==> src/smt_pkg.sv <==
package smt_pkg;

   localparam int CAPACITY_DEFAULT = 64;
   localparam int VALUE_W          = 32;
   localparam int COUNT_W          = 7;
   localparam int QUEUE_DEPTH      = 2;

   // command codes on the request word
   localparam logic [1:0] CMD_INSERT      = 2'd0;
   localparam logic [1:0] CMD_REMOVE      = 2'd1;
   localparam logic [1:0] CMD_REMOVE_EVEN = 2'd2;

   typedef enum logic [1:0] {
      OP_INSERT,
      OP_REMOVE,
      OP_PURGE_EVEN,
      OP_NONE
   } op_type;

   typedef struct packed {
      logic [1:0]                cmd;
      logic signed [VALUE_W-1:0] value;
   } req_type;

   typedef struct packed {
      logic                      ok;
      logic                      is_empty;
      logic signed [VALUE_W-1:0] min_value;
      logic signed [VALUE_W-1:0] max_value;
      logic [COUNT_W-1:0]        count;
   } rsp_type;

   // classified command as it waits in the queue
   typedef struct packed {
      op_type                    op;
      logic signed [VALUE_W-1:0] value;
   } work_type;

endpackage

==> src/smt_front.sv <==
module smt_front (
   input  logic             clock,
   input  logic             reset,
   input  logic             start,
   output logic             busy,
   input  smt_pkg::req_type req_data,
   output logic             q_valid,
   output smt_pkg::work_type q_word,
   input  logic             q_pop
);
   import smt_pkg::*;

   localparam int PTR_W  = (QUEUE_DEPTH > 1) ? $clog2(QUEUE_DEPTH) : 1;
   localparam int FILL_W = $clog2(QUEUE_DEPTH + 1);

   work_type          entry_ff [QUEUE_DEPTH];
   logic [PTR_W-1:0]  wr_ptr_ff;
   logic [PTR_W-1:0]  wr_ptr_in;
   logic [PTR_W-1:0]  rd_ptr_ff;
   logic [PTR_W-1:0]  rd_ptr_in;
   logic [FILL_W-1:0] fill_ff;
   logic [FILL_W-1:0] fill_in;
   logic              push;
   logic              pop;
   work_type          classified;

   // decode the command into an operation
   always_comb begin
      classified.value = req_data.value;
      case (req_data.cmd)
         CMD_INSERT:      classified.op = OP_INSERT;
         CMD_REMOVE:      classified.op = OP_REMOVE;
         CMD_REMOVE_EVEN: classified.op = OP_PURGE_EVEN;
         default:         classified.op = OP_NONE;
      endcase
   end

   assign busy    = (fill_ff == FILL_W'(QUEUE_DEPTH));
   assign push    = start && !busy;
   assign q_valid = (fill_ff != '0);
   assign pop     = q_pop && q_valid;
   assign q_word  = entry_ff[rd_ptr_ff];

   always_comb begin
      wr_ptr_in = wr_ptr_ff;
      rd_ptr_in = rd_ptr_ff;
      fill_in   = fill_ff;
      if (push) begin
         wr_ptr_in = (wr_ptr_ff == PTR_W'(QUEUE_DEPTH - 1)) ? '0 : wr_ptr_ff + 1'b1;
      end
      if (pop) begin
         rd_ptr_in = (rd_ptr_ff == PTR_W'(QUEUE_DEPTH - 1)) ? '0 : rd_ptr_ff + 1'b1;
      end
      if (push && !pop) begin
         fill_in = fill_ff + 1'b1;
      end else if (pop && !push) begin
         fill_in = fill_ff - 1'b1;
      end
   end

   always_ff @(posedge clock) begin
      if (push) begin
         entry_ff[wr_ptr_ff] <= classified;
      end
      if (reset) begin
         wr_ptr_ff <= '0;
         rd_ptr_ff <= '0;
         fill_ff   <= '0;
      end else begin
         wr_ptr_ff <= wr_ptr_in;
         rd_ptr_ff <= rd_ptr_in;
         fill_ff   <= fill_in;
      end
   end

endmodule

==> config.mk <==
export PLATFORM = sky130hd
export DESIGN_NAME = smt_front
export DESIGN_NICKNAME = d
export VERILOG_FILES = /design/src/smt_pkg.sv /design/src/smt_front.sv
export SDC_FILE = /design/constraint.sdc
export NUM_CORES = 1
export LEC_CHECK = 0
export ABC_AREA = 1
export BUFFER_PORTS_ARGS = -buffer_cell sky130_fd_sc_hd__clkbuf_2
export CORE_MARGIN = 1
export CORE_UTILIZATION = 50
export CTS_CLUSTER_DIAMETER = 30
export DETAILED_ROUTE_END_ITERATION = 10
export GPL_TIMING_DRIVEN = 0
export PLACE_DENSITY = 0.84
export SYNTH_ARGS = -nofsm -noshare
export SYNTH_HDL_FRONTEND = slang
export SYNTH_SLANG_ARGS = --single-unit
==> constraint.sdc <==
create_clock -name clock -period 5.6 [get_ports clock]
set_input_delay 0.28 -clock clock [delete_from_list [all_inputs] [get_ports clock]]
set_output_delay 0.28 -clock clock [all_outputs]
set_load 0.01 [all_outputs]
# Word-level counts from Yosys, hierarchy flattened

Memories as Yosys holds them, arrays and structs flattened. A register that Yosys moved wholly into a read port is not among the register bits.
Index checks and enable logic that the tools add are counted.

Add/sub/neg operators: 4
Equality and inequality tests: 3
Mux-type cells: 9
Reduce and logical (&&, ||, !) cells: 10

Operators by type and width:

| operator              | count |
|---|---|
| $mux W1               | 6 |
| $pmux W2 S3           | 1 |
| $eq A2 B2 Y1 const B  | 2 |
| $logic_and A1 B1 Y1   | 4 |
| $mux W2               | 2 |
| $reduce_bool A2 Y1    | 2 |
| $logic_not A1 Y1      | 3 |
| $add A1 B1 Y1 const B | 2 |
| $add A2 B1 Y2 const B | 1 |
| $eq A2 B1 Y1 const B  | 1 |
| $logic_not A2 Y1      | 1 |
| $sub A2 B1 Y2 const B | 1 |

Bits in registers: 4
RAM bits: 68
Input port bits: 38
Memories: 1

Memory list:

| name     | depth | bits a word | read ports | clocked after Yosys merged registers in | wr ports | RTL line        | text |
|---|---|---|---|---|---|---|---|
| entry_ff | 2     | 34          | 1          | 1                                       | 1        | smt_front.sv:16 | `work_type entry_ff [QUEUE_DEPTH];` |

# Logic depth before layout (Yosys ltp)

Gate-level depths: netlist of the first run.

Depth after elaboration: 7
Depth in mapped cells: 10
Depth with buffers taken out: 10

# Worst setup path after synthesis of the first run

No wires, ideal clock.

Kind: reg2reg
From: reg fill_ff[1]
To: mem entry_ff[1][0] in the netlist's numbering, enable pin
Setup time: 425 ps
Arrival: 1,913 ps
Data required time: 5,175 ps
Setup slack: 3,262 ps
Stages on the path, launching flop included: 4
Buffers on the path: 0
Path through: dfxtp_1 > inv_1 > o21ai_2 > nor2_1

Cells in the longest elaborated chain, start to end: 5

RTL lines:

| element                       | RTL line        | text |
|---|---|---|
| start, declared               | smt_front.sv:21 | `logic [FILL_W-1:0] fill_ff;` |
| start signal, assigned        | smt_front.sv:72 | `fill_ff <= fill_in;` |
| $eq A2 B2 Y1                  | smt_front.sv:38 | `assign busy = (fill_ff == FILL_W'(QUEUE_DEPTH));` |
| $logic_not A1 Y1              | smt_front.sv:39 | `assign push = start && !busy;` |
| $logic_and A1 B1 Y1           | smt_front.sv:39 |  |
| $mux W1                       | smt_front.sv:62 | `if (push) begin` |
| $mux W1 (not written as such) | smt_front.sv:63 | `entry_ff[wr_ptr_ff] <= classified;` |
| end, declared                 | smt_front.sv:16 |  |

Every way passes these cells.

==> impl_metrics.py, run 1 <==
metrics = {
    "outcome": {
        "status": "finished clean",
    },
    "yosys": {
        "synth_edf_count": 68,
        "synth_compound_gate_area_share_pct": 1.006,
        "netlist.area_leader.share_pct": 71.39,
        "yosys.area_share.adder_pct": 0.4374,
        "synth_area_sq_mm": 0.002860,
        "yosysSeqAreaShare_pct": 74.89,
        "synthXorXnorAreaFrac_pct": 0,
        "synthTopCellsByArea": "edfxtp_1 (71%), mux2_4 (16%), dfxtp_1 (3.5%)",
        "synthTopCellsByCount": "edfxtp_1 (68), mux2_4 (30), inv_1 (8), nor2_1 (8), nand2_1 (7)",
        "async_flop_share_pct": 0,
        "synth.avg_cell_area_sq_um": 19.73,
        "synth_top_family_by_area": "multiplexers",
        "synth_cell_types": 16,
        "synthSimpleGateAreaFrac_pct": 2.537,
        "muxShareOfSynthArea_pct": 17.32,
        "synth_nets": 184,
        "syn_inst": 145,
        "ys_ff_latch": 73,
        "yosysMostFrequentCell": "edfxtp_1",
        "postSynth.topFlopCell": "edfxtp_1",
        "yosys_warnings": 0,
        "synth.largest_area_cell": "edfxtp_1",
    },
    "critical_path": {
        "worstSetupEndpointType": "primary output",
        "path_delay_family": "buffers and inverters",
        "criticalPathCategory": "reg -> out",
        "crit_slowest_cell": "dfxtp_1",
        "cp.required_ns": 5.32,
        "cp-start-kind": "register",
        "path_buf_inv": 3,
        "arrival_ns": 1.40,
        "slowest_delay_ns": 0.32,
        "critPathMaxFanout": 10,
        "cp_cell_sequence": "buf_6 -> buf_12 -> mux2_4 -> clkbuf_2",
    },
    "grt": {
        "grt_max_degree": 21,
        "grt_pass1_wl_mm": 6.851,
        "grt_usage_pct": 16.16,
        "grt_overflow_total": 0,
        "antenna_found_initial": 0,
        "first_global_vias": 1499,
    },
    "cts": {
        "hold_buffers": 0,
        "clk_pin_slew_ns": 0.07,
        "clkLatencyLatePin_ns": 0.34,
        "clockBufferDepth": 2,
        "cts-root-buf": "clkbuf_8",
        "cts_buffers": 9,
        "cts.htree.levels": 3,
        "cts-resized-gates": 0,
        "cts_tree": "built",
        "cts_sinks": 73,
        "post_cts_buffers": 0,
    },
    "routing": {
        "first_pass_iters": 4,
        "vias": 1456,
        "drt-total-wl_mm": 4.363,
        "drtIter0Drc": 49,
        "drc": 0,
        "vias_per_cell": 4.758,
        "wl_per_cell_um": 14.26,
        "drtAntennaViolNets": 0,
    },
    "timing": {
        "setup_viol": 0,
        "period_minus_slack_ns": 1.683,
        "tightestPinTransition_ns": 0.5275,
        "rsz0062_at_grt": "false",
        "fmax_mhz": 594.3,
        "hold_viol_final": 0,
        "fin_crit_sh_pct": 30.05,
        "worst_clock_skew_ns": 0.007296,
        "slew-limit-headroom_pct": 64.75,
        "tns_ns": 0,
        "drv_slew": 0,
    },
    "finish": {
        "nets": 268,
        "antenna_cells": 0,
        "final_area_sq_mm": 0.003575,
        "area_delta_synth_final_pct": 24.98,
        "drive_gt1_share_pct": 54.70,
    },
    "placement": {
        "postPlaceCellArea_sq_mm": 0.003376,
        "hpwl_mm": 3.133,
        "globalplace.congestion": 0.7246,
        "portBuffers": 71,
    },
    "die": {
        "coreArea_sq_mm": 0.005507,
        "dieHeight_um": 77.64,
        "die-area_sq_mm": 0.006027,
        "die_x_um": 77.64,
        "boundaryPins": 74,
        "fp-row-count": 27,
        "initial_core_util_pct": 51.94,
    },
    "job": {
        "drv_cap": 0,
    },
    "pwr": {
        "cellPowerDensity_mw_per_mm2": 436.1,
        "vdd_drop_max_v": 0.0002935,
        "leakagePower_nw": 1.455,
    },
    "hold_path": {
        "hp-class": "in -> reg",
    },
}
## stage by stage
stage / worst slack [ns] / hold WS [ns] / utilization [%] / total power [mW] / cells
final: 3.917 / 0.1287 / 64.92 / 1.559 / 306
after global routing: 3.843 / 0.1103 / 64.92 / 1.630 / 306
after CTS: 3.892 / 0.1109 / 64.92 / 1.580 / 306
after detailed placement: 4.056 / 0.4725 / 61.30 / 1.178 / 290
after global placement: 2.488 / 0.4695 / 60.03 / 1.146 / 288
after floorplan: 3.262 / 0.3789 / - / 1.024 / 145
## layout make-up
class,instances,area [sq um]
inverter,8,30.03
timing repair buffer,73,410.4
fill,401,1932
sequential,73,2142
tap,72,90.09
clock buffer,13,158.9
multi-input combinational,58,624.3
buffer,6,78.83
clock inverter,3,40.04
## kinds of logic after synthesis
group / Yosys count
flip-flops: 73
AND/OR/NAND/NOR: 18
adder cells (fa/ha/maj): 1
multiplexers: 34
buffers and inverters: 14
AO/OA/AOI/OAI: 5
## worst paths after layout
kind	start	endpoint	slack, ns	cells past startpoint
setup / recovery	register	q_word[7]	3.92	4
hold reg to reg	rd_ptr_ff	rd_ptr_ff	0.50	2
setup reg to reg	fill_ff[1]	fill_ff[1]	4.05	9
hold / removal	req_data[6]	entry_ff[0][6]	0.13	1
## cell usage in the layout, fill, tap and decap left out
| cell type | n |
|---|---|
| o21ai_0 | 2 |
| clkbuf_2 | 71 |
| ha_1 | 1 |
| edfxtp_1 | 68 |
| bufinv_16 | 1 |
| nor2_1 | 6 |
| nor2_4 | 2 |
| mux2_2 | 4 |
| buf_12 | 3 |
| o21ai_2 | 1 |
| nand3_1 | 2 |
| dfxtp_1 | 5 |
| mux2_4 | 30 |
| clkinv_2 | 2 |
| inv_1 | 8 |
| nand4_1 | 1 |
| buf_16 | 2 |
| a21oi_1 | 2 |
| nand2_1 | 7 |
| clkbuf_1 | 4 |
| buf_6 | 1 |
| clkbuf_8 | 11 |
## per-layer routing
layer / global-route usage [%] / wire length [um]
met5: 0 / 0
met4: 11.13 / 155
met3: 5.294 / 218
met2: 27.61 / 2272
met1: 16.75 / 1715
## where the power goes
| group | switching [mW] | leakage, nW | total [mW] | internal (mW) |
|---|---|---|---|---|
| Combinational | 0.216 | 0.676 | 0.445 | 0.229 |
| Sequential | 0.0236 | 0.676 | 0.714 | 0.690 |
| Clock | 0.172 | 0.103 | 0.401 | 0.229 |
| Total | 0.411 | 1.46 | 1.56 | 1.15 |
## registers in the layout, indices dropped and copies added (netlist names), named ones only
| register | count |
|---|---|
| wr_ptr_ff | 1 |
| rd_ptr_ff | 1 |
| entry_ff | 68 |
| fill_ff | 2 |
Note: power is estimated with default switching activity, not from simulation.
==> run 2: changes to the inputs <==
--- a/config.mk
+++ b/config.mk
@@ -5,14 +5,14 @@
 export SDC_FILE = /design/constraint.sdc
 export NUM_CORES = 1
 export LEC_CHECK = 0
-export ABC_AREA = 1
+export ABC_AREA = 0
 export BUFFER_PORTS_ARGS = -buffer_cell sky130_fd_sc_hd__clkbuf_2
 export CORE_MARGIN = 1
-export CORE_UTILIZATION = 50
+export CORE_UTILIZATION = 46
 export CTS_CLUSTER_DIAMETER = 30
 export DETAILED_ROUTE_END_ITERATION = 10
 export GPL_TIMING_DRIVEN = 0
-export PLACE_DENSITY = 0.84
+export PLACE_DENSITY = 0.82
 export SYNTH_ARGS = -nofsm -noshare
 export SYNTH_HDL_FRONTEND = slang
 export SYNTH_SLANG_ARGS = --single-unit
==> constraint.sdc (replaced) <==
create_clock -name clock -period 1.4 [get_ports clock]
set_input_delay 0.07 -clock clock [delete_from_list [all_inputs] [get_ports clock]]
set_output_delay 0.07 -clock clock [all_outputs]
set_load 0.01 [all_outputs]
==> impl_metrics.py, run 2 <==
metrics = {
    "outcome": {
        "status": "complete, but fails checks",
        "violations": "setup timing",
    },
    "finish": {
        "multi_input_area_sq_um": 668.1,
        "nets": 303,
        "drive_gt1_share_pct": 55.39,
        "final_common_cell": "edfxtp_1",
        "top_regs": "entry_ff: 68 flops, fill_ff: 2 flops",
        "antenna_cells": 0,
        "largest_register": "entry_ff",
        "seq_area_sq_mm": 0.002151,
        "mostFrequentLayoutCells": "edfxtp_1 (68), clkbuf_2 (39), buf_6 (36), dlygate4sd3_1 (35), mux2_4 (34)",
        "largest_reg_flops": 68,
        "filler_cell_count": 325,
        "area_delta_synth_final_pct": 61.78,
    },
    "pwr": {
        "cellPowerDensity_mw_per_mm2": 1761,
        "vdd_drop_max_v": 0.001567,
        "clkPwrFrac_pct": 22.2,
        "switchingPower_mw": 2.189,
        "finalPower_mw": 7.628,
        "seq_power_share_pct": 38.1,
        "p_int_mw": 5.439,
        "combPwrFrac_pct": 39.7,
        "leakagePower_nw": 1.724,
        "switching_share_pct": 28.69,
    },
    "grt": {
        "first_global_vias": 1696,
        "grt_max_degree": 18,
        "grt_usage_pct": 18.45,
        "antenna_found_initial": 0,
        "grt_pass1_wl_mm": 8.086,
        "grt_overflow_total": 0,
    },
    "routing": {
        "drc": 0,
        "first_pass_iters": 4,
        "wl_per_cell_um": 19.10,
        "drtIter0Drc": 88,
        "vias": 1667,
        "drt-total-wl_mm": 6.514,
        "vias_per_cell": 4.889,
        "drtAntennaViolNets": 0,
    },
    "cts": {
        "cts-root-buf": "clkbuf_8",
        "clk_pin_slew_ns": 0.08,
        "cts.htree.levels": 3,
        "clockBufferDepth": 2,
        "cts_sinks": 73,
        "clkLatencyLatePin_ns": 0.35,
        "cts_buffers": 9,
        "cts_tree": "built",
    },
    "yosys": {
        "yosys_warnings": 0,
        "synth_cell_types": 16,
        "synthSimpleGateAreaFrac_pct": 1.822,
        "synth_nets": 172,
        "synth_edf_count": 68,
        "synth.avg_cell_area_sq_um": 20.13,
        "ys_ff_latch": 73,
        "muxShareOfSynthArea_pct": 14.30,
        "synth_compound_gate_area_share_pct": 0.9346,
        "yosysSeqAreaShare_pct": 80.00,
        "yosys.area_share.adder_pct": 0.4673,
        "yosysMostFrequentCell": "edfxtp_1",
        "netlist.area_leader.share_pct": 76.26,
        "async_flop_share_pct": 0,
        "synth_area_sq_mm": 0.002678,
        "synth.largest_area_cell": "edfxtp_1",
        "synthXorXnorAreaFrac_pct": 0.9813,
        "synthTopCellsByCount": "edfxtp_1 (68), mux2_2 (34), dfxtp_1 (5)",
        "syn_inst": 133,
        "synthTopCellsByArea": "edfxtp_1 (76%), mux2_2 (14%), dfxtp_1 (3.7%)",
        "synth_top_family_by_area": "multiplexers",
        "postSynth.topFlopCell": "edfxtp_1",
    },
    "critical_path": {
        "cp.required_ns": 1.66,
        "cp-start-kind": "register",
        "worstSetupEndpointType": "register",
        "arrival_ns": 1.81,
        "criticalPathCategory": "reg -> reg",
        "critPathMaxFanout": 4,
    },
    "timing": {
        "setup_viol": 67,
        "rsz0062_at_grt": "true",
        "worst_clock_skew_ns": 0.01103,
        "fmax_mhz": 646.1,
        "hold_slack_ns": 0.1090,
        "setup_ws_ns": -0.1477,
        "fin_crit_sh_pct": 110.5,
        "tightestPinTransition_ns": 0.2569,
        "hold_viol_final": 0,
        "slew-limit-headroom_pct": 82.87,
        "drv_slew": 0,
        "period_minus_slack_ns": 1.548,
    },
    "job": {
        "drv_cap": 0,
    },
    "hold_path": {
        "hp-class": "in -> reg",
    },
    "die": {
        "fp-row-count": 27,
        "die-area_sq_mm": 0.006130,
        "initial_core_util_pct": 48.04,
        "coreArea_sq_mm": 0.005574,
        "die_x_um": 78.30,
        "boundaryPins": 74,
        "dieHeight_um": 78.30,
    },
    "placement": {
        "portBuffers": 71,
        "globalplace.congestion": 0.6876,
        "hpwl_mm": 2.735,
    },
}
## run 2: cell count changes in the layout (fill, tap and decap cells not counted), sizes merged, moves of 3 or more
cell,delta
buf,+39
dlygate4sd3,+35
clkbuf,-33
nand2,-7
inv,-4
nor2,-4
clkinvlp,+3
xor2,+3
## run 2: worst max-delay path, cell delays in order, from the launching register on
cell and delay (ns):
dfxtp_2 0.39, nor2b_4 0.22, nor2_4 0.06, ha_4 0.15, xor2_1 0.15, or3_1 0.32
a21oi_1 0.17
## run 2: worst paths after layout
path | from | end | slack [ns] | cells after the start
hold reg to reg | wr_ptr_ff | wr_ptr_ff | 0.53 | 2
setup / recovery | fill_ff[1] | fill_ff[1] | -0.15 | 6
hold / removal | q_pop | register | 0.11 | 4
setup reg to reg | fill_ff[1] | fill_ff[1] | -0.15 | 6
## run 2: cells by family (layout without fill, tap and decap cells)
kind of cell,count (synthesis),count (layout)
compound gates,5,5
xor+xnor,3,3
fa+ha+maj,1,1
buf+inv,8,143
flops,73,73
mux,34,34
simple gates,9,10
## run 2: repair_timing
item,4_1_cts,5_1_grt
setup buffers,7,1
pin swaps,2,0
cloned,3,3
hold buffers,35,0
setup endpoints to repair,99,69
resized for setup,32,98
hold endpoints to repair,73,0
## run 2: power groups by stage
stage	Combinational [mW]	Sequential (mW)	Clock, mW
after global routing	3.18	2.93	1.80
final	3.03	2.91	1.69
after floorplan	1.04	2.87	0
after CTS	2.15	2.86	1.67
after global placement	1.55	2.88	0
after detailed placement	1.57	2.90	0
## run 2: layout make-up
class	count	area share, %
tap	72	2.080
clock inverter	7	1.762
sequential	73	49.65
timing repair buffer	118	25.88
multi-input combinational	53	15.42
inverter	2	0.2600
clock buffer	9	2.860
buffer	6	1.906
timing repair inverter	1	0.1733
## run 2: per-stage QoR
step           setup slack (ns)  instances  setup TNS, ns  cell area, sq um  util [%]
6_report                -0.1477        341         -4.525              4332     77.71
5_1_grt                 -0.2054        341         -7.038              4332     77.71
4_1_cts                 -0.1244        337         -3.044              3931     70.53
3_5_place_dp            -0.3852        276         -23.51              3141     56.34
3_3_place_gp            -0.3698        276         -22.71              3141     56.34
2_1_floorplan           -0.1305        133         -6.301              2695         -
## run 2: layer usage
layer | GRT usage, % | routed length [um] | vias to the layer above
li1 | - | - | 776
met1 | 18.91 | 2543 | 827
met2 | 34.65 | 3608 | 55
met3 | 6.279 | 248 | 9
met4 | 6.296 | 113 | 0
met5 | 0 | 0 | -
